**config.mk**
```make
export PLATFORM = sky130hd
export DESIGN_NAME = fsts_slice_div
export DESIGN_NICKNAME = d
export VERILOG_FILES = /design/src/hdl/fsts_pkg.sv /design/src/hdl/fsts_slice_div.sv
export SDC_FILE = /design/constraint.sdc
export NUM_CORES = 1
export LEC_CHECK = 0
export BUFFER_PORTS_ARGS = -buffer_cell sky130_fd_sc_hd__buf_2
export CORE_MARGIN = 2
export CORE_UTILIZATION = 35
export CTS_BUF_LIST = sky130_fd_sc_hd__clkbuf_8
export DETAILED_ROUTE_END_ITERATION = 8
export GPL_TIMING_DRIVEN = 1
export HOLD_SLACK_MARGIN = 0.08
export PLACE_DENSITY_LB_ADDON = 0.1
export SLEW_MARGIN = 20
export SYNTH_ARGS = -nofsm -noshare
export SYNTH_HDL_FRONTEND = slang
export SYNTH_SLANG_ARGS = --single-unit
export TNS_END_PERCENT = 10
```
**constraint.sdc**
```tcl
create_clock -name clock -period 2.1 [get_ports clock]
set_clock_uncertainty 0.1 [all_clocks]
set_input_delay 0.525 -clock clock [delete_from_list [all_inputs] [get_ports clock]]
set_output_delay 0.525 -clock clock [all_outputs]
set_load 0.01 [all_outputs]
```
**src/hdl/fsts_pkg.sv**
```systemverilog
`timescale 1ns / 1ps

package fsts_pkg;

   // Table geometry.
   localparam int MAX_TASKS = 32;
   localparam int IDX_W     = $clog2(MAX_TASKS);
   localparam int CNT_W     = $clog2(MAX_TASKS + 1);
   localparam int TC_W      = $clog2(MAX_TASKS + 2);

   // Field widths.
   localparam int VR_W    = 48;
   localparam int PID_W   = 16;
   localparam int PRIO_W  = 3;
   localparam int SLICE_W = 8;
   localparam int CMD_W   = 3;
   localparam int STAT_W  = 2;

   localparam logic [SLICE_W-1:0] INIT_SLICE = 8'd20;
   localparam logic [PRIO_W-1:0]  MAX_PRIO   = 3'd5;

   // Command codes.
   localparam logic [CMD_W-1:0] CMD_TICK     = 3'd0;
   localparam logic [CMD_W-1:0] CMD_SCHEDULE = 3'd1;
   localparam logic [CMD_W-1:0] CMD_ADD      = 3'd2;
   localparam logic [CMD_W-1:0] CMD_YIELD    = 3'd3;
   localparam logic [CMD_W-1:0] CMD_EXIT     = 3'd4;

   // Status codes.
   localparam logic [STAT_W-1:0] ST_OK      = 2'd0;
   localparam logic [STAT_W-1:0] ST_FULL    = 2'd1;
   localparam logic [STAT_W-1:0] ST_NONE    = 2'd2;
   localparam logic [STAT_W-1:0] ST_IGNORED = 2'd3;

   // Configuration register indexes.
   localparam logic CSR_ENABLE = 1'b0;
   localparam logic CSR_BASE   = 1'b1;

   // Token that walks the cell chain: best entry so far and first free slot.
   typedef struct packed {
      logic                found;
      logic [VR_W-1:0]     vr;
      logic [PID_W-1:0]    pid;
      logic [PRIO_W-1:0]   prio;
      logic [SLICE_W-1:0]  slice;
      logic [IDX_W-1:0]    idx;
      logic                free_found;
      logic [IDX_W-1:0]    free_idx;
   } cand_type;

   // Write broadcast from the controller to the cells.
   typedef struct packed {
      logic                en;
      logic [IDX_W-1:0]    idx;
      logic                valid;
      logic [VR_W-1:0]     vr;
      logic [PID_W-1:0]    pid;
      logic [PRIO_W-1:0]   prio;
      logic [SLICE_W-1:0]  slice;
   } wr_type;

endpackage

```
**src/hdl/fsts_slice_div.sv**
```systemverilog
`timescale 1ns / 1ps

module fsts_slice_div (
   input  logic                            clock,
   input  logic                            reset,
   input  logic                            start,
   input  logic [fsts_pkg::SLICE_W-1:0]    dividend,
   input  logic [fsts_pkg::TC_W-1:0]       divisor,
   output logic                            done,
   output logic [fsts_pkg::SLICE_W-1:0]    quotient
);

   localparam int STEP_W = $clog2(fsts_pkg::SLICE_W + 1);

   logic [fsts_pkg::TC_W-1:0]     rem_ff;
   logic [fsts_pkg::SLICE_W-1:0]  quot_ff;
   logic [fsts_pkg::TC_W-1:0]     div_ff;
   logic [STEP_W-1:0]             step_ff;
   logic                          busy_ff;
   logic                          done_ff;
   logic [fsts_pkg::TC_W:0]       trial;
   logic                          ge;

   // One restoring step per cycle, most significant bit first.
   assign trial = {rem_ff, quot_ff[fsts_pkg::SLICE_W-1]};
   assign ge    = trial >= {1'b0, div_ff};

   always_ff @(posedge clock) begin
      if (reset) begin
         busy_ff <= 1'b0;
         done_ff <= 1'b0;
         step_ff <= '0;
      end else begin
         done_ff <= 1'b0;
         if (start) begin
            busy_ff <= 1'b1;
            step_ff <= '0;
         end else if (busy_ff) begin
            step_ff <= step_ff + 1'b1;
            if (step_ff == STEP_W'(fsts_pkg::SLICE_W - 1)) begin
               busy_ff <= 1'b0;
               done_ff <= 1'b1;
            end
         end
      end
   end

   always_ff @(posedge clock) begin
      if (start) begin
         rem_ff  <= '0;
         quot_ff <= dividend;
         div_ff  <= divisor;
      end else if (busy_ff) begin
         rem_ff  <= ge ? fsts_pkg::TC_W'(trial - {1'b0, div_ff})
                       : fsts_pkg::TC_W'(trial);
         quot_ff <= {quot_ff[fsts_pkg::SLICE_W-2:0], ge};
      end
   end

   assign done     = done_ff;
   assign quotient = quot_ff;

`ifndef SYNTHESIS
   a_done_after_busy: assert property (@(posedge clock) disable iff (reset)
      done_ff |-> $past(busy_ff)) else $error("divider done without work");
   a_no_restart: assert property (@(posedge clock) disable iff (reset)
      busy_ff |-> !start) else $error("divider restarted while busy");
   a_rem_bound: assert property (@(posedge clock) disable iff (reset)
      done_ff |-> rem_ff < div_ff) else $error("divider remainder too large");
`endif

endmodule
```
* Yosys cells after proc, flatten, opt, wreduce, memory -nomap -nowiden
Index checks and enable logic that the tools add are counted.
** Cells by class
- Mux-type cells :: 7
- $add $sub $neg :: 2
- Equal/unequal tests :: 1
- Order comparisons :: 1
- Bitwise logic cells :: 1
- Reduce and logical (&&, ||, !) cells :: 3
** Operators with widths (count)
- two-way mux 8 bit :: 2
- greater-or-equal comparator 7 x 6 -> 1 bit :: 1
- two-way mux 6 bit :: 1
- subtractor 6 bit :: 1
- adder 4 x 1 -> 4 bit, second input constant :: 1
- == test 4 x 3 -> 1 bit, second input constant :: 1
- two-way mux 1 bit :: 4
- OR reduction 3 bit :: 1
- nonzero test 2 bit :: 1
- OR reduction 2 bit :: 1
- NOT 1 bit :: 1
** Storage, ports and cells
- Register bits :: 26
- Logic and storage cells :: 21
- Output and inout bits :: 9
- Bits of input ports :: 17

* Logic depth before layout (Yosys ltp)
Gate-level depths: netlist of run 1.
- Depth in word-level cells :: 4
- Depth in mapped cells :: 8
- Gate-level depth less buffers :: 8

* Worst setup path before layout of run 1
No wires, ideal clock.
- Path kind :: register to register
- Start :: register div_ff[4] (netlist name)
- End :: register rem_ff[1] (netlist name)
- Arrival :: 1.901 ns
- Period minus slack after synthesis :: 2.128 ns
- Slack :: -0.028 ns
- Cell stages (with the launch flop) :: 9
- Setup time :: 0.127 ns
- Required time :: 1.873 ns
- Path buffers :: 1
- Cells stage by stage :: edfxtp_1 > inv_1 > ha_1 > a21o_1 > a211o_1 > a41o_1 > buf_6 > nor4bb_1 > or3_1
** On the way
- Cells in the longest elaborated chain, start to end :: 2
** RTL lines
- start, declared :: line fsts_slice_div.sv:17 : logic [fsts_pkg::TC_W-1:0] div_ff;
- start signal, assigned :: line fsts_slice_div.sv:52 : div_ff <= divisor;
- greater-or-equal comparator 7 x 6 -> 1 bit :: line fsts_slice_div.sv:26 : assign ge = trial >= {1'b0, div_ff};
- two-way mux 6 bit :: line fsts_slice_div.sv:54 : rem_ff <= ge ? fsts_pkg::TC_W'(trial - {1'b0, div_ff})
- end signal, assigned :: line fsts_slice_div.sv:54
- end, declared :: line fsts_slice_div.sv:15 : logic [fsts_pkg::TC_W-1:0] rem_ff;
No other way between the ends.
A chain may end at the register's enable or synchronous reset.

* Worst setup path after layout of run 1
- Start :: register div_ff[0] (netlist name)
- End :: register rem_ff[0] (netlist name)
** On the way
- Cells in the longest elaborated chain, start to end :: 2
- Elaborated cells between the ends (all ways) :: 3
- Those cells by class :: 1 x add/sub; 1 x order compare; 1 x mux
** RTL lines (line)
- subtractor 6 bit or greater-or-equal comparator 7 x 6 -> 1 bit (tied branches) :: fsts_slice_div.sv:54, fsts_slice_div.sv:26
- two-way mux 6 bit (*) :: fsts_slice_div.sv:54
Mark *: on every way between the ends. The rest lies on a longest branch, timed or not.

==> key figures, run 1 <==
Clock tree
  – CTS max path bufs: 2
  – Hold buffer count at CTS: 0
  – Clock Sinks: 26
  – H-Tree Depth: 1
  – Num CTS Buffers: 3
  – Setup Fix Bufs, Post-CTS: 0
  – Clock transition at the registers of the reported paths: 0.09 ns
  – Root buf cell: clkbuf_8
  – Clk_lat worst skew: 0.26 ns
  – CTS tree: done

Pwr
  – Total Power: 0.00122 W
  – Power Density: 733 nW/um2
  – Lkg Pwr: 0.699 nW
  – VDD IR max: 333 uV

Synthesis
  – EDFF count, synth: 14
  – #FFs+latches synth: 26
  – Syn_area_per_cell: 11.1 um2
  – Library cells used by synthesis: 37
  – Post-Synthesis Cell Area: 1350 um2
  – Yosys warns: 0
  – Synthesized Nets: 147
  – Sequential element share of the synthesized area: 0.490
  – Asr flop ratio synth: 0
  – Synth Flop Type: edfxtp_1
  – Syn Inst Count: 121

Final layout
  – Synthesis-to-finish area growth: 23.4%
  – Commonest cells after routing, fill and taps aside: buf_2, nor2_1, edfxtp_1, dfxtp_1
  – Most common cell after layout, fill and taps aside: buf_2
  – Layout Utilization: 0.451
  – FILL cells: 372
  – Antenna diode count: 0
  – Share of cells above drive strength 1: 0.388
  – Multi-input logic area: 677 um2
  – Reg area: 662 um2
  – Non-filler instance count after layout: 200
  – Nets: 179

Route
  – DRC viols: 0
  – DR vias/cell: 4.71
  – Routed Antenna Nets: 0
  – Initial drt markers: 30
  – DR pass1 iterations: 4
  – WL/cell: 11.6 um
  – WL final: 2.33 mm
  – Via count: 941

Placement
  – Dpl hpwl: 1.76 mm
  – Port Buffers: 25
  – Placed Cells incl. Taps: 196
  – Routability cong.: 0.806

Critical path
  – Crit-path max FO: 6
  – Worst EP arrival: 2.12 ns
  – Crit Path Class: flip-flop to flip-flop
  – CP startpoint kind: flip-flop
  – Reg2reg setup slack: 0.07 ns
  – Worst setup EP type: flip-flop
  – Req. time, crit path: 2.19 ns

Floorplanning
  – Die extent in x: 66.1 um
  – Initial Utilization: 0.365
  – Core ar.: 3690 um2
  – FP Rows: 22
  – Die H: 66.1 um
  – Die Footprint: 4360 um2
  – I/O pin cnt: 26

STA
  – Slew HR: 0.577
  – Post-Route Setup TNS: 0 ns
  – Period minus WS final: 2.03 ns
  – Pins Over Slew Limit: 0
  – Worst-margin pin slew: 0.634 ns
  – Final Hold Fails: 0
  – Highest clock rate: 493 MHz
  – Hold_ws: 0.321 ns
  – RSZ-0062 raised after global routing: no
  – Final Setup Violations: 0
  – Crit share post-route: 0.966

Global routing
  – Grt ovf: 0
  – Number of global-route vias before repair: 897
  – Initial antenna violation count: 0
  – Pin count of the biggest net entering global routing: 26
  – GRT Total Usage: 0.121
  – First-pass GRT wire length: 3.98 mm

Run status
  – Outcome: completed

Min path
  – Hold Crit Class: primary input to flip-flop

Job
  – # Max-Cap Violations: 0
[worst max-delay path: stages, from the launching register on]
cell and delay, ns:
edfxtp_1 0.44, ha_4 0.29, and2b_2 0.21, o21ai_2 0.14, a41o_4 0.27, mux2_4 0.31, a211oi_2 0.20
[cell usage after synthesis, types with 2 or more instances]
| library cell | number | share of area |
|---|---|---|
| mux2i_1 | 4 | 0.030 |
| nor3b_1 | 2 | 0.011 |
| o21ai_0 | 4 | 0.015 |
| xor2_1 | 3 | 0.020 |
| a21oi_1 | 5 | 0.019 |
| edfxtp_1 | 14 | 0.31 |
| nand2b_1 | 2 | 0.0093 |
| mux2_2 | 9 | 0.075 |
| inv_1 | 10 | 0.028 |
| dfxtp_1 | 12 | 0.18 |
| nor2_1 | 15 | 0.042 |
| ha_1 | 8 | 0.074 |
| nand2_1 | 3 | 0.0084 |
| buf_1 | 2 | 0.0056 |
| a211oi_1 | 4 | 0.022 |
| xnor2_1 | 3 | 0.020 |
[report_power, final]
group / switching (W) / internal [W] / total (W) / leakage (nW)
clock: 0.000145 / 0.000131 / 0.000275 / 0.0269
sequential: 0.0000314 / 0.000583 / 0.000615 / 0.238
combinational: 0.000155 / 0.000175 / 0.000329 / 0.434
total: 0.000331 / 0.000889 / 0.00122 / 0.699
[logic make-up after synthesis]
kind of cell	after synthesis	synth area share
adder cells (fa/ha/maj)	9	0.0891
multiplexers	14	0.116
buffers and inverters	15	0.0483
AO/OA/AOI/OAI	19	0.0956
XOR/XNOR	6	0.0390
flip-flops	26	0.490
AND/OR/NAND/NOR	32	0.122
[what timing repair did]
item                                    4_1_cts  5_1_grt
pin swaps                                     2        6
resized for setup                             4        8
endpoints found under the setup margin        5        5
[path summary, 6_finish.rpt]
path,startpoint,to,cells past startpoint
max reg2reg,div_ff[0],rem_ff[0],6
min reg2reg,step_ff[3],done,1
min,reset,busy_ff,2
max,div_ff[0],rem_ff[0],6
[state kept, by name, summed over array words and instances (netlist names)]
name and cells:
quotient 8, div_ff 6, step_ff 4, done 1, rem_ff 6, busy_ff 1
[layer usage]
layer  part of all wire  routed length (um)  global-route usage
met4             0.0099                  23              0.0612
met3              0.025                  58              0.0204
met5                  0                   0                   0
met2               0.48                1120               0.193
met1               0.48                1120               0.157
[cell type report]
class,count,share of cell area
multi-input combinational,80,0.407
sequential,26,0.398
timing repair buffer,32,0.109
tap,48,0.0361
clock buffer,3,0.0248
inverter,10,0.0226
clock inverter,1,0.00226
[stage by stage]
stage / setup slack [ns] / area (um2)
detailed placement: -0.0423 / 1570
CTS: 0.0105 / 1620
finish: 0.0708 / 1660
global placement: -0.0455 / 1570
global route: 0.00614 / 1660
floorplan: 0.0120 / 1360
Power figures use the tool's default switching activity.
==> run 2, diff against run 1 <==
--- a/config.mk
+++ b/config.mk
@@ -5,6 +5,7 @@
 export SDC_FILE = /design/constraint.sdc
 export NUM_CORES = 1
 export LEC_CHECK = 0
+export ABC_CLOCK_PERIOD_IN_PS = 2100
 export BUFFER_PORTS_ARGS = -buffer_cell sky130_fd_sc_hd__buf_2
 export CORE_MARGIN = 2
 export CORE_UTILIZATION = 35
@@ -13,6 +14,7 @@
 export GPL_TIMING_DRIVEN = 1
 export HOLD_SLACK_MARGIN = 0.08
 export PLACE_DENSITY_LB_ADDON = 0.1
+export REMOVE_ABC_BUFFERS = 1
 export SLEW_MARGIN = 20
 export SYNTH_ARGS = -nofsm -noshare
 export SYNTH_HDL_FRONTEND = slang
==> run 2 against run 1 <==
  * Sequential power about the same
  * Clock power grew 17%
  * Via count increased by 2.4%
  * First-iteration DRC count down 33%
  * Count of clock-buffer cells in the layout increased by 1
  * Non-clock buffer count up 3
  * Maximum frequency is 0.21% lower
  * Worst hold slack worse by 0.011 ns
  * Utilization up 0.75 points
  * Critical path depth is 2 higher
  * Largest cell class unchanged
==> key figures, run 2 (synthesis results as in run 1) <==
Critical path
  – Slowest stage delay, CP: 0.38 ns
  – Crit Path Class: flip-flop to flip-flop
  – Crit-path max FO: 6
  – Worst EP arrival: 2.12 ns
  – Worst setup EP type: flip-flop
  – Worst path slowest cell: edfxtp_1
  – Req. time, crit path: 2.19 ns
  – CP startpoint kind: flip-flop
  – CP Cell Sequence: inv_2 > ha_4 > a21o_1 > a211o_1 > a41o_4 > buf_6 > mux2i_2 > a211oi_2

Clock tree
  – CTS max path bufs: 2
  – Clock transition at the registers of the reported paths: 0.09 ns
  – Clock Sinks: 26
  – Clk_lat worst skew: 0.27 ns
  – Hold buffer count at CTS: 0
  – H-Tree Depth: 1
  – Root buf cell: clkbuf_8
  – CTS tree: done
  – Num CTS Buffers: 3

Route
  – WL final: 2.48 mm
  – WL/cell: 12.2 um
  – DR vias/cell: 4.75
  – DRC viols: 0
  – DR pass1 iterations: 3
  – Initial drt markers: 20
  – Routed Antenna Nets: 0
  – Via count: 964

Final layout
  – Largest register FFs: 8
  – Most common cell after layout, fill and taps aside: buf_2
  – Non-filler instance count after layout: 203
  – Share of cells above drive strength 1: 0.400
  – Nets: 182
  – Synthesis-to-finish area growth: 25.4%
  – Antenna diode count: 0
  – Commonest cells after routing, fill and taps aside: buf_2, nor2_1, edfxtp_1, dfxtp_1, mux2_2

Job
  – # Max-Cap Violations: 0

Floorplanning
  – Initial Utilization: 0.365
  – I/O pin cnt: 26
  – Die H: 66.1 um
  – Die Footprint: 4360 um2
  – Core ar.: 3690 um2
  – Die extent in x: 66.1 um
  – FP Rows: 22

STA
  – Final Hold Fails: 0
  – Period minus WS final: 2.03 ns
  – RSZ-0062 raised after global routing: yes
  – Hold_ws: 0.310 ns
  – Slew HR: 0.545
  – Crit share post-route: 0.968
  – Worst-margin pin slew: 0.681 ns
  – Highest clock rate: 492 MHz
  – Final Setup Violations: 0
  – Pins Over Slew Limit: 0
  – Post-Route Setup TNS: 0 ns

Pwr
  – Reg power frac: 0.481
  – VDD IR max: 449 uV
  – Lkg Pwr: 0.717 nW
  – Power Density: 757 nW/um2
  – Net Sw Frac: 0.268
  – Clock share of power: 0.251
  – Total Power: 0.00128 W
  – Comb power frac: 0.268
  – Cell Int Power: 0.000936 W
  – Net load switching power: 0.000343 W

Global routing
  – Initial antenna violation count: 0
  – First-pass GRT wire length: 4.50 mm
  – Pin count of the biggest net entering global routing: 26
  – GRT Total Usage: 0.133
  – Number of global-route vias before repair: 991
  – Grt ovf: 0

Run status
  – Outcome: completed

Placement
  – Placed Cells incl. Taps: 199
  – Port Buffers: 25
  – Dpl hpwl: 1.84 mm
  – Routability cong.: 0.733

Min path
  – Hold Crit Class: primary input to flip-flop
run 2: routing by layer:
layer	share of wire	wire length, um	GRT usage	vias to the layer above
li1	-	-	-	494
met2	0.47	1170	0.210	13
met1	0.50	1240	0.190	455
met4	0.0068	17	0.0459	0
met5	0	0	0	-
met3	0.025	62	0.0153	2
run 2: worst paths after layout:
| path | start | endpoint | slack, ns | cells past startpoint |
|---|---|---|---|---|
| worst max-delay path | div_ff[4] | rem_ff[2] | 0.07 | 8 |
| worst min-delay path | reset | busy_ff | 0.31 | 2 |
| worst max register to register | div_ff[4] | rem_ff[2] | 0.07 | 8 |
| worst min register to register | step_ff[3] | done | 0.40 | 1 |
run 2: worst max-delay path: cells and delay by family, from the launching register on:
family / cells / cell delay (ns)
fa+ha+maj: 1 / 0.19
buf+inv: 2 / 0.20
mux: 1 / 0.15
compound gates: 4 / 0.94
flops: 1 / 0.38
run 2: cell type report:
type	instances	area (um2)
repair buffers	35	208
flip-flops and latches	26	661
inverters	10	37.5
clock buffers	4	55.1
multi-input cells	80	669
fillers	367	2000
well taps	48	60.1
run 2: power by group through the flow:
stage	combinational (W)	clock, W	sequential (W)
2_1_floorplan	0.000184	0	0.000627
3_5_place_dp	0.000310	0	0.000625
5_1_grt	0.000386	0.000349	0.000625
3_3_place_gp	0.000308	0	0.000623
4_1_cts	0.000329	0.000333	0.000615
6_report	0.000343	0.000321	0.000615
run 2: what timing repair did:
item                                    in CTS  in global routing
buffers inserted                             0                  0
endpoints found under the setup margin       6                  6
pin swaps                                    4                 10
resized for setup                            5                 10
run 2: through the flow:
stage	util	setup WS, ns	instance area (um2)
finish	0.458	0.0666	1690
global route	0.458	-0.0386	1690
CTS	0.448	0.0209	1650
detailed placement	0.428	-0.0557	1580
global placement	0.428	-0.0555	1580
floorplan	-	-0.0345	1320
