**config.mk**
```make
export PLATFORM = sky130hd
export DESIGN_NAME = fsts_cell
export DESIGN_NICKNAME = d
export VERILOG_FILES = /design/src/hdl/fsts_pkg.sv /design/src/hdl/fsts_cell.sv
export SDC_FILE = /design/constraint.sdc
export NUM_CORES = 1
export LEC_CHECK = 0
export ABC_AREA = 1
export BUFFER_PORTS_ARGS = -buffer_cell sky130_fd_sc_hd__buf_2
export CAP_MARGIN = 15
export CELL_PAD_IN_SITES_DETAIL_PLACEMENT = 2
export CELL_PAD_IN_SITES_GLOBAL_PLACEMENT = 2
export CORE_ASPECT_RATIO = 0.6
export CORE_MARGIN = 5
export CORE_UTILIZATION = 26
export DETAILED_ROUTE_END_ITERATION = 7
export PLACE_DENSITY = 0.75
export REMOVE_ABC_BUFFERS = 1
export SETUP_SLACK_MARGIN = 0.2
export SYNTH_ARGS = -nofsm -noshare
export SYNTH_HDL_FRONTEND = slang
export SYNTH_SLANG_ARGS = --single-unit
```
**constraint.sdc**
```tcl
create_clock -name clock -period 2.5 [get_ports clock]
set_input_delay 0.375 -clock clock [delete_from_list [all_inputs] [get_ports clock]]
set_output_delay 0.375 -clock clock [all_outputs]
set_load 0.02 [all_outputs]
```
**src/hdl/fsts_pkg.sv**
```systemverilog
`timescale 1ns / 1ps

package fsts_pkg;

   // Table geometry.
   localparam int MAX_TASKS = 32;
   localparam int IDX_W     = $clog2(MAX_TASKS);
   localparam int CNT_W     = $clog2(MAX_TASKS + 1);
   localparam int TC_W      = $clog2(MAX_TASKS + 2);

   // Field widths.
   localparam int VR_W    = 48;
   localparam int PID_W   = 16;
   localparam int PRIO_W  = 3;
   localparam int SLICE_W = 8;
   localparam int CMD_W   = 3;
   localparam int STAT_W  = 2;

   localparam logic [SLICE_W-1:0] INIT_SLICE = 8'd20;
   localparam logic [PRIO_W-1:0]  MAX_PRIO   = 3'd5;

   // Command codes.
   localparam logic [CMD_W-1:0] CMD_TICK     = 3'd0;
   localparam logic [CMD_W-1:0] CMD_SCHEDULE = 3'd1;
   localparam logic [CMD_W-1:0] CMD_ADD      = 3'd2;
   localparam logic [CMD_W-1:0] CMD_YIELD    = 3'd3;
   localparam logic [CMD_W-1:0] CMD_EXIT     = 3'd4;

   // Status codes.
   localparam logic [STAT_W-1:0] ST_OK      = 2'd0;
   localparam logic [STAT_W-1:0] ST_FULL    = 2'd1;
   localparam logic [STAT_W-1:0] ST_NONE    = 2'd2;
   localparam logic [STAT_W-1:0] ST_IGNORED = 2'd3;

   // Configuration register indexes.
   localparam logic CSR_ENABLE = 1'b0;
   localparam logic CSR_BASE   = 1'b1;

   // Token that walks the cell chain: best entry so far and first free slot.
   typedef struct packed {
      logic                found;
      logic [VR_W-1:0]     vr;
      logic [PID_W-1:0]    pid;
      logic [PRIO_W-1:0]   prio;
      logic [SLICE_W-1:0]  slice;
      logic [IDX_W-1:0]    idx;
      logic                free_found;
      logic [IDX_W-1:0]    free_idx;
   } cand_type;

   // Write broadcast from the controller to the cells.
   typedef struct packed {
      logic                en;
      logic [IDX_W-1:0]    idx;
      logic                valid;
      logic [VR_W-1:0]     vr;
      logic [PID_W-1:0]    pid;
      logic [PRIO_W-1:0]   prio;
      logic [SLICE_W-1:0]  slice;
   } wr_type;

endpackage

```
**src/hdl/fsts_cell.sv**
```systemverilog
`timescale 1ns / 1ps

module fsts_cell (
   input  logic                           clock,
   input  logic                           reset,
   input  logic [fsts_pkg::IDX_W-1:0]     cell_index,
   input  fsts_pkg::cand_type             cand_in,
   output fsts_pkg::cand_type             cand_out,
   input  fsts_pkg::wr_type               wr
);

   logic                              valid_ff;
   logic [fsts_pkg::VR_W-1:0]         vr_ff;
   logic [fsts_pkg::PID_W-1:0]        pid_ff;
   logic [fsts_pkg::PRIO_W-1:0]       prio_ff;
   logic [fsts_pkg::SLICE_W-1:0]      slice_ff;
   fsts_pkg::cand_type                cand_ff;
   fsts_pkg::cand_type                cand_in_next;
   logic                              better;

   // This entry beats the token when it is valid and the token is empty or holds a larger (vr, pid).
   assign better = valid_ff && (!cand_in.found || (vr_ff < cand_in.vr) ||
                   ((vr_ff == cand_in.vr) && (pid_ff < cand_in.pid)));

   always_comb begin
      cand_in_next = cand_in;
      if (better) begin
         cand_in_next.found = 1'b1;
         cand_in_next.vr    = vr_ff;
         cand_in_next.pid   = pid_ff;
         cand_in_next.prio  = prio_ff;
         cand_in_next.slice = slice_ff;
         cand_in_next.idx   = cell_index;
      end
      if (!valid_ff && !cand_in.free_found) begin
         cand_in_next.free_found = 1'b1;
         cand_in_next.free_idx   = cell_index;
      end
   end

   // The token moves one cell per cycle.
   always_ff @(posedge clock) begin
      cand_ff <= cand_in_next;
   end

   assign cand_out = cand_ff;

   // Entry storage, written by the controller broadcast.
   always_ff @(posedge clock) begin
      if (reset) begin
         valid_ff <= 1'b0;
      end else if (wr.en && (wr.idx == cell_index)) begin
         valid_ff <= wr.valid;
      end
   end

   always_ff @(posedge clock) begin
      if (wr.en && (wr.idx == cell_index)) begin
         vr_ff    <= wr.vr;
         pid_ff   <= wr.pid;
         prio_ff  <= wr.prio;
         slice_ff <= wr.slice;
      end
   end

endmodule

```
Yosys cells after proc, flatten, opt, wreduce, memory -nomap -nowiden. Index checks and enable logic that the tools add are counted.

$lt $le $gt $ge: 2. Equality and inequality tests: 2. Muxes and demuxes: 2. Reduce and logical (&&, ||, !) cells: 9.

Operator list (number): 80-bit 2-to-1 mux (1); 48-bit == test (1); 48-bit less-than comparator (1); 16-bit less-than comparator (1); 5-bit == test (1); 5-bit 2-to-1 mux (1); 1-bit logical AND (4); 1-bit logical NOT (3); 1-bit logical OR (2).

Bits in registers: 163. Input port bits: 176. Output and inout port bits: 87. Word-level logic and storage cells: 28.

Logic depth before layout (Yosys ltp). Gate-level depths: netlist of run 1.

Word-level depth: 5. Depth in mapped cells: 18.

Least setup slack after synthesis of run 1. OpenSTA, ideal clock, no wires.

Kind: input port to flip-flop. Start point: input cell_index[0] (netlist name). End point: register pid_ff[0] (netlist name) (enable). Arrival time: 2.286 ns. Data required time: 2.071 ns. Setup slack: -0.214 ns. Stages on the path: 5. Buffers on the path: 0. Cell sequence: inv_1 nor2_1 a211oi_1 nand3_1 inv_1.

Longest elaborated chain between the ends: 2.

Ends and longest elaborated chain: from (decl) (line fsts_cell.sv:6) `input logic [fsts_pkg::IDX_W-1:0] cell_index,`; 5-bit == test (line fsts_cell.sv:58) `if (wr.en && (wr.idx == cell_index)) begin`; 1-bit logical AND (line fsts_cell.sv:58); to (signal assigned) (line fsts_cell.sv:60) `pid_ff <= wr.pid;`; to (decl) (line fsts_cell.sv:14) `logic [fsts_pkg::PID_W-1:0] pid_ff;`.

No other way between the ends. A chain may end at the register's enable or synchronous reset.

==> results of run 1 <==
## Yosys cell counts (all sizes together)
master  count
buf        17
nand2     243
ha         63
xor2        2
clkbuf      8
and2        1
mux2        4
nor3        1
edfxtp     75
dfxtp      88
o21ai       4
a21oi      25
inv        90
o21a        1
nor2       31
or2         1
nand4       3
a21o        2
a211oi      3
nand3      89
## worst register-to-register path, cell delays in order (launching register included)
cell	delay [ps]
edfxtp_1	390
ha_1	310
nand2_1	90
nor2_1	150
nand2_1	80
nand2_1	120
nand2_1	160
a21oi_4	220
nand2_8	120
nand2_8	120
buf_12	180
nand2_1	80
nand2_1	70
## sequential cells by signal, summed over array words and instances, names as in the netlist
| name | cells |
|---|---|
| prio_ff | 3 |
| cand_out | 87 |
| pid_ff | 16 |
| vr_ff | 48 |
| slice_ff | 8 |
| valid_ff | 1 |
## through the flow
stage	power (mW)	worst slack [ps]	std cells
after floorplan	3.41	-214	726
after global placement	3.78	-12.4	1368
after detailed placement	3.81	-77.5	1368
after CTS	6.51	174	1400
after global routing	6.73	182	1407
final	6.42	348	1409
## cells in the final DEF (no fill, tap or decap), types with 4 or more instances in the layout
cell type / instances
buf_2: 262
inv_1: 89
clkinvlp_4: 4
diode_2: 5
buf_4: 7
mux2_2: 4
edfxtp_1: 75
ha_4: 5
nand2_1: 238
a21oi_1: 21
nor2_2: 5
dfxtp_1: 87
ha_1: 58
nand3_1: 87
nor2_1: 22
buf_12: 8
clkbuf_16: 18
nor2_4: 4
## layer usage
layer / vias up / routed length (um) / track usage
met5: - / 91 / 0
met4: 14 / 182 / 0.0323
met3: 27 / 1500 / 0.0602
met2: 125 / 11900 / 0.263
met1: 2954 / 11500 / 0.204
li1: 2991 / - / -
## cell families (layout without fill, tap and decap cells)
family	count (synthesis)	count (layout)	synth area share
AND/OR/NAND/NOR	369	369	0.219
flip-flops	163	163	0.561
buffers and inverters	115	401	0.0739
adder cells (fa/ha/maj)	63	63	0.110
AO/OA/AOI/OAI	35	35	0.0271
multiplexers	4	4	0.00629
XOR/XNOR	2	2	0.00245
other	0	5	0
## what timing repair did
item,in CTS,in global routing
buffers inserted,0,3
gates resized for setup,4,21
cloned,0,1
pin swaps,0,3
setup endpoints to repair,38,81
## final timing paths
kind,start,to,slack (ps),cells after the start
setup / recovery,pid_ff[7],cand_out[83],350,12
hold / removal,reset,valid_ff,90,2
setup reg to reg,pid_ff[7],cand_out[83],350,12
hold reg to reg,slice_ff[5],cand_out[16],480,2
## cell type report
type                    count  area (sq um)
fillers                  3105         17600
flip-flops and latches    163          4020
multi-input cells         473          2730
repair buffers            279          1580
well taps                 367           459
clock buffers              19           443
inverters                  90           340
clock inverters            13           133
diodes                      5          12.5
## power by group
| group | internal, mW | total, mW | leakage, nW | switching [mW] |
|---|---|---|---|---|
| combinational | 0.322 | 0.812 | 3.17 | 0.490 |
| clock | 1.49 | 2.65 | 0.269 | 1.15 |
| sequential | 2.92 | 2.96 | 1.42 | 0.0463 |
==> flow_metrics.env, run 1 <==
export IMPL_irDropWorstVdd_mv=0.438
export IMPL_drive_gt1_frac=0.328
export IMPL_path_cells="ha_1 > nand2_1 > nor2_1 > nand2_1 > nand2_1 > nand2_1 > a21oi_4 > nand2_8 > nand2_8 > buf_12 > nand2_1 > nand2_1"
export IMPL_postLayoutCoreUtil=0.355
export IMPL_grt_first_pass_wirelength_um=38500
export IMPL_crit_required_ps=2870
export IMPL_syn_inst=751
export IMPL_drt_pass1_iterations=4
export IMPL_drt_total_wl_um=25200
export IMPL_cts_root_buf="clkbuf_16"
export IMPL_post_synth_num_cell_types=30
export IMPL_design_die_area_sq_mm=0.0311
export IMPL_clockBufferDepth=2
export IMPL_holdWs_ps=88.4
export IMPL_slowest_delay_ps=390
export IMPL_hold_viol_final=0
export IMPL_row_count=47
export IMPL_yosysSeqAreaShare=0.561
export IMPL_grt_max_degree=46
export IMPL_period_share=0.861
export IMPL_clock_latency_ps=440
export IMPL_fin_crit_ps=2150
export IMPL_outcome="complete, no violations"
export IMPL_cp_max_fo=22
export IMPL_areaGrowthSynthToFinish_pct=35.7
export IMPL_fin_nets=1263
export IMPL_fp_coreArea_sq_mm=0.0273
export IMPL_cpMostUsedCell="nand2_1"
export IMPL_die_w_um=224
export IMPL_start_kind="flop"
export IMPL_syn_mean_instance_area_sq_um=9.53
export IMPL_wl_per_cell_um=17.9
export IMPL_netlist_area_sq_mm=0.00716
export IMPL_worstMarginPinSlew_ps=577
export IMPL_h_tree_depth=4
export IMPL_crit_slowest_cell="edfxtp_1"
export IMPL_powerDensity_mw_per_mm2=661
export IMPL_hold_buffers=0
export IMPL_io_buffers=262
export IMPL_holdCritPathClass="primary input to flop"
export IMPL_fmax_mhz=465
export IMPL_postRouteAntennaNets=0
export IMPL_synthTopCellsByArea="edfxtp_1 (31%), dfxtp_1 (25%), nand2_1 (13%), ha_1 (11%), nand3_1 (6.1%)"
export IMPL_setup_tns_ps=0
export IMPL_remaining_drc_errors=0
export IMPL_globalplace_congestion=0.748
export IMPL_placed_area_sq_mm=0.00894
export IMPL_finClkSkew_ps=10.9
export IMPL_antenna_found_initial=10
export IMPL_avgViaCountPerCell=4.34
export IMPL_place_hpwl_um=19300
export IMPL_first_iter_violations=166
export IMPL_design_area_sq_mm=0.00971
export IMPL_crit_family="simple AND/OR/NAND/NOR gates"
export IMPL_io_pins=263
export IMPL_ys_warnings_count=0
export IMPL_clk_pin_slew_ps=70
export IMPL_cts_sinks=163
export IMPL_drv_cap=0
export IMPL_slew_headroom=0.614
export IMPL_fp_dieH_um=139
export IMPL_ys_ff_latch=163
export IMPL_synth_area_leader_cell="edfxtp_1"
export IMPL_slew_viol_final=0
export IMPL_via_count=6111
export IMPL_arrival_ps=2520
export IMPL_initial_core_util=0.262
export IMPL_tritoncts="yes"
export IMPL_crit_type="flop to flop"
export IMPL_overflow=0
export IMPL_p_leak_nw=4.85
export IMPL_path_buf_inv=1
export IMPL_rsz0062_at_grt="yes"
export IMPL_setup_viol=0
export IMPL_synth_top_area_share=0.315
export IMPL_crit_path_end_kind="flop"
export IMPL_cts_buffers=17
export IMPL_track_usage=0.160
export IMPL_grt_pass1_vias=6779
Power figures use the tool's default switching activity.
==> run 2, diff against run 1 <==
--- a/config.mk
+++ b/config.mk
@@ -14,9 +14,11 @@
 export CORE_MARGIN = 5
 export CORE_UTILIZATION = 26
 export DETAILED_ROUTE_END_ITERATION = 7
+export GPL_TIMING_DRIVEN = 0
 export PLACE_DENSITY = 0.75
 export REMOVE_ABC_BUFFERS = 1
 export SETUP_SLACK_MARGIN = 0.2
+export SLEW_MARGIN = 20
 export SYNTH_ARGS = -nofsm -noshare
 export SYNTH_HDL_FRONTEND = slang
 export SYNTH_SLANG_ARGS = --single-unit
==> run 2 against run 1 <==
Critical path depth down 1. Clock-buffer cell count down 2. Clock power up 5%. Total power up 5.4%. First-iteration DRC count up 4.2%. Global-route usage up 1.7 points. Register-to-register slack worse by 200 ps. Highest routed layer unchanged.
==> flow_metrics.env, run 2 (synthesis gave the netlist of run 1 again) <==
export IMPL_outcome="complete, no violations"
export IMPL_setup_viol=0
export IMPL_avgViaCountPerCell=4.48
export IMPL_largest_register_ffs=87
export IMPL_postRouteAntennaNets=0
export IMPL_powerDensity_mw_per_mm2=641
export IMPL_start_kind="flop"
export IMPL_reg2reg_depth=11
export IMPL_holdPathEnd="valid_ff"
export IMPL_design_die_area_sq_mm=0.0311
export IMPL_crit_path_end_kind="flop"
export IMPL_holdWs_ps=85.4
export IMPL_setup_tns_ps=0
export IMPL_dp_cells=1357
export IMPL_clockBufferDepth=2
export IMPL_tritoncts="yes"
export IMPL_fp_dieH_um=139
export IMPL_p_leak_nw=5.05
export IMPL_initial_core_util=0.262
export IMPL_reg2reg_to="cand_out[14]"
export IMPL_crit_required_ps=2840
export IMPL_r2r_start="vr_ff[6]"
export IMPL_path_buf_inv=1
export IMPL_overflow=0
export IMPL_hold_viol_final=0
export IMPL_cp_max_fo=6
export IMPL_slew_headroom=0.234
export IMPL_cts_root_buf="clkbuf_16"
export IMPL_wl_met3_um=1420
export IMPL_finClkSkew_ps=12.5
export IMPL_drv_cap=0
export IMPL_min_from="reset"
export IMPL_grt_first_pass_wirelength_um=41500
export IMPL_io_buffers=262
export IMPL_worstMarginPinSlew_ps=1150
export IMPL_crit_slowest_cell="edfxtp_1"
export IMPL_cts_buffers=17
export IMPL_track_usage=0.178
export IMPL_rrSetupSlack_ps=140
export IMPL_final_fill_count=3026
export IMPL_fin_cells=1441
export IMPL_dr_wl_met2_um=14900
export IMPL_multi_input_area_sq_mm=0.00347
export IMPL_fin_nets=1296
export IMPL_final_common_cell="buf_2"
export IMPL_place_hpwl_um=17900
export IMPL_period_share=0.942
export IMPL_clk_pin_slew_ps=70
export IMPL_met1_length_um=14200
export IMPL_hold_buffers=0
export IMPL_io_pins=263
export IMPL_irDropWorstVdd_mv=0.349
export IMPL_die_w_um=224
export IMPL_wl_per_cell_um=21.4
export IMPL_slowest_delay_ps=470
export IMPL_path_cells="ha_4 > nand4_1 > nor2_2 > nand3_2 > nor2_4 > a21oi_4 > nand2_8 > buf_12 > nand2_8 > nand2_2 > nand2_1"
export IMPL_grt_max_degree=46
export IMPL_remaining_drc_errors=0
export IMPL_final_cell_mix="buf_2 (262), nand2_1 (192), inv_1 (88), dfxtp_1 (87), nand3_1 (79)"
export IMPL_slew_viol_final=0
export IMPL_arrival_ps=2690
export IMPL_globalplace_congestion=0.746
export IMPL_whs_path_depth=2
export IMPL_drt_pass1_iterations=4
export IMPL_cts_sinks=163
export IMPL_top_layer="met5"
export IMPL_row_count=47
export IMPL_drt_total_wl_um=30900
export IMPL_grt_pass1_vias=6899
export IMPL_seq_area_sq_mm=0.00402
export IMPL_fin_crit_ps=2360
export IMPL_crit_family="simple AND/OR/NAND/NOR gates"
export IMPL_h_tree_depth=4
export IMPL_antenna_found_initial=10
export IMPL_rsz0062_at_grt="yes"
export IMPL_crit_type="flop to flop"
export IMPL_drive_gt1_frac=0.419
export IMPL_holdCritPathClass="primary input to flop"
export IMPL_postLayoutCoreUtil=0.386
export IMPL_cpMostUsedCell="nand2_8"
export IMPL_via_count=6453
export IMPL_clock_latency_ps=450
export IMPL_fp_coreArea_sq_mm=0.0273
export IMPL_areaGrowthSynthToFinish_pct=47.5
export IMPL_fmax_mhz=425
export IMPL_first_iter_violations=173
## run 2: worst max-delay path by stage
stage,start,end,cells past startpoint
after global routing,vr_ff[6],cand_out[14],11
final,vr_ff[6],cand_out[14],11
after floorplan,cell_index[0],pid_ff[0],5
after global placement,valid_ff,cand_out[83],3
after CTS,pid_ff[3],cand_out[84],14
after detailed placement,cand_in[81],cand_out[13],13
## run 2: timing repair
action | in CTS | in global routing
buffers inserted | 9 | 18
gates cloned | 10 | 11
setup endpoints to repair | 81 | 81
pin swaps | 4 | 38
resized for setup | 17 | 108
## run 2: through the flow
stage	setup WS [ps]	cell area, sq um	power [mW]
3_5_place_dp	-797	8800	3.80
5_1_grt	47.9	10600	7.06
3_3_place_gp	-2110	8740	3.76
4_1_cts	162	9690	6.70
6_report	145	10600	6.76
2_1_floorplan	-214	6970	3.41
## run 2: final cells by class
| class | count | share of cell area |
|---|---|---|
| Clock inverter | 15 | 0.0169 |
| Multi-Input combinational cell | 494 | 0.328 |
| Tap cell | 367 | 0.0435 |
| Clock buffer | 17 | 0.0403 |
| Sequential cell | 163 | 0.380 |
| Inverter | 90 | 0.0322 |
| Timing Repair Buffer | 291 | 0.157 |
| Antenna cell | 4 | 0.000948 |
## run 2: worst reg2reg max path, delay by kind of cell, from the launching register on
family	cells	cell delay [ps]
flops	1	470
compound gates	1	110
simple gates	8	1170
fa+ha+maj	1	310
buf+inv	1	190
## run 2: power breakdown
part	total, mW	internal (mW)	leakage, nW	switching [mW]
sequential	2.97	2.92	1.42	0.0551
clock	2.79	1.58	0.292	1.21
combinational	1.00	0.388	3.34	0.612
total	6.76	4.88	5.05	1.88
## run 2: metal layers
layer  GRT usage  vias up
met4      0.0413       16
met5           0        -
met2       0.297      133
met3      0.0515       34
li1            -     3100
met1       0.229     3170
==> run 3, diff against run 2 <==
--- a/config.mk
+++ b/config.mk
@@ -10,15 +10,13 @@
 export CAP_MARGIN = 15
 export CELL_PAD_IN_SITES_DETAIL_PLACEMENT = 2
 export CELL_PAD_IN_SITES_GLOBAL_PLACEMENT = 2
-export CORE_ASPECT_RATIO = 0.6
 export CORE_MARGIN = 5
-export CORE_UTILIZATION = 26
+export CORE_UTILIZATION = 31
 export DETAILED_ROUTE_END_ITERATION = 7
 export GPL_TIMING_DRIVEN = 0
-export PLACE_DENSITY = 0.75
+export PLACE_DENSITY = 0.84
 export REMOVE_ABC_BUFFERS = 1
 export SETUP_SLACK_MARGIN = 0.2
-export SLEW_MARGIN = 20
 export SYNTH_ARGS = -nofsm -noshare
 export SYNTH_HDL_FRONTEND = slang
 export SYNTH_SLANG_ARGS = --single-unit
==> constraint.sdc (replaced) <==
create_clock -name clock -period 2.8 [get_ports clock]
set_input_delay 0.42 -clock clock [delete_from_list [all_inputs] [get_ports clock]]
set_output_delay 0.42 -clock clock [all_outputs]
set_load 0.02 [all_outputs]
==> run 3 against run 2 <==
First-iteration DRC count decreased by 16%. Final area decreased by 10%. Global-route usage increased by 1.2 points. Register-to-register slack improved by 250 ps. Maximum frequency decreased by 2.0%. Worst setup slack improved by 250 ps. Sequential power decreased by 11%. Utilization increased by 3.0 points. Sequential cell count unchanged.
==> flow_metrics.env, run 3 (synthesis gave the netlist of run 1 again) <==
export IMPL_drt_pass1_iterations=4
export IMPL_slew_viol_final=0
export IMPL_clock_latency_ps=430
export IMPL_placed_area_sq_mm=0.00870
export IMPL_design_die_area_sq_mm=0.0262
export IMPL_grt_pass1_vias=7040
export IMPL_slew_headroom=0.627
export IMPL_hold_viol_final=0
export IMPL_areaGrowthSynthToFinish_pct=32.0
export IMPL_clockBufferDepth=2
export IMPL_cts_sinks=163
export IMPL_power_mw=5.87
export IMPL_rsz0062_at_grt="no"
export IMPL_internal_power_mw=4.30
export IMPL_r2r_start="vr_ff[43]"
export IMPL_switching_share=0.266
export IMPL_via_count=6209
export IMPL_place_hpwl_um=17100
export IMPL_holdPathEnd="valid_ff"
export IMPL_top_layer="met5"
export IMPL_hold_buffers=0
export IMPL_cts_root_buf="clkbuf_16"
export IMPL_start_kind="flop"
export IMPL_p_sw_mw=1.56
export IMPL_power_frac_comb=0.121
export IMPL_crit_type="flop to flop"
export IMPL_dr_wl_met2_um=13100
export IMPL_crit_path_end_kind="flop"
export IMPL_h_tree_depth=4
export IMPL_remaining_drc_errors=0
export IMPL_rrSetupSlack_ps=400
export IMPL_fmax_mhz=416
export IMPL_finClkSkew_ps=11.0
export IMPL_min_from="reset"
export IMPL_pre_cts_slack_ps=-468
export IMPL_first_iter_violations=145
export IMPL_seq_power_share=0.450
export IMPL_drive_gt1_frac=0.312
export IMPL_final_common_cell="buf_2"
export IMPL_wl_per_cell_um=19.0
export IMPL_wl_met3_um=1400
export IMPL_globalplace_congestion=0.746
export IMPL_whs_path_depth=2
export IMPL_antennaDiodeCount=0
export IMPL_initial_core_util=0.315
export IMPL_p_leak_nw=4.81
export IMPL_row_count=55
export IMPL_setup_viol=0
export IMPL_fp_dieH_um=162
export IMPL_reg2reg_to="cand_out[10]"
export IMPL_clk_pin_slew_ps=70
export IMPL_grt_max_degree=52
export IMPL_fin_nets=1256
export IMPL_outcome="complete, no violations"
export IMPL_met1_length_um=10200
export IMPL_timing_final_ws_setup_ps=396
export IMPL_grt_first_pass_wirelength_um=38200
export IMPL_reg2reg_depth=13
export IMPL_postRouteAntennaNets=0
export IMPL_clkPwrFrac=0.429
export IMPL_drv_cap=0
export IMPL_avgViaCountPerCell=4.72
export IMPL_arrival_ps=2770
export IMPL_design_area_sq_mm=0.00945
export IMPL_io_pins=263
export IMPL_final_cell_mix="buf_2 (262), nand2_1 (239), inv_1 (89), nand3_1 (87), dfxtp_1 (87)"
export IMPL_io_buffers=262
export IMPL_drt_total_wl_um=25000
export IMPL_largest_register_ffs=87
export IMPL_holdCritPathClass="primary input to flop"
export IMPL_powerDensity_mw_per_mm2=621
export IMPL_die_w_um=162
export IMPL_track_usage=0.189
export IMPL_period_share=0.859
export IMPL_fp_coreArea_sq_mm=0.0227
export IMPL_cp_max_fo=21
export IMPL_irDropWorstVdd_mv=0.313
export IMPL_overflow=0
export IMPL_tritoncts="yes"
export IMPL_cts_buffers=17
export IMPL_worstMarginPinSlew_ps=560
export IMPL_antenna_found_initial=5
export IMPL_crit_required_ps=3170
export IMPL_fin_crit_ps=2400
run 3: cell count changes in the layout (fill, tap and decap cells not counted), moves of 5 or more:
cell	before	now
nand2_2	45	2
buf_4	17	1
nand2_8	19	6
ha_1	47	63
nand3_1	79	87
nand3_2	9	2
a21oi_2	6	0
nor2_4	6	1
nor2_1	21	28
a21oi_1	18	24
nand2_4	8	2
nand2_1	192	239
ha_4	16	0
run 3: timing repair:
item,4_1_cts,5_1_grt
endpoints found under the setup margin,81,81
gates resized for setup,4,1
buffers inserted,0,2
gates cloned,5,1
pin swaps,3,3
run 3: how the worst max path moves through the flow:
stage | start | endpoint | slack, ps
floorplan | cell_index[0] | pid_ff[0] | 40
global placement | valid_ff | cand_out[11] | -1810
detailed placement | cand_in[69] | cand_out[11] | -470
CTS | vr_ff[43] | cand_out[10] | 220
global route | vr_ff[31] | cand_out[70] | 190
finish | vr_ff[43] | cand_out[10] | 400
run 3: power groups by stage:
stage	registers, mW	logic (mW)	clock network [mW]
2_1_floorplan	2.81	0.235	0
3_3_place_gp	2.70	0.649	0
5_1_grt	2.65	0.789	2.70
3_5_place_dp	2.70	0.687	0
4_1_cts	2.64	0.717	2.60
6_report	2.64	0.708	2.52
run 3: metrics by stage:
stage	hold slack, ps	TNS [ps]	utilization	std cells
2_1_floorplan	449	0	-	726
3_3_place_gp	453	-233110	0.380	1273
3_5_place_dp	470	-30800	0.383	1275
4_1_cts	124	0	0.414	1312
5_1_grt	127	0	0.416	1315
6_report	145	0	0.416	1315
run 3: metal layers:
metal	up-vias	GRT usage
li1	2979	-
met4	10	0.0400
met1	3025	0.213
met5	-	0
met2	166	0.354
met3	29	0.0558
run 3: area by class of cell:
class	instances	area, sq um
repair buffers	266	1390
multi-input cells	479	2730
flip-flops and latches	163	4020
fillers	2575	13300
clock buffers	17	425
well taps	285	357
clock inverters	15	191
inverters	90	340
run 3: critical path, cell delays in order, from the launching register on:
cell and delay, ps:
edfxtp_1 420, ha_1 320, nand2_1 70, nor2_1 140
nand2_2 100, nor2_2 170, nand3_2 110, inv_1 70
nand2_1 60, nand3_2 250, nand2_8 180, nand2_8 250
nand2_1 120, nand2_1 70
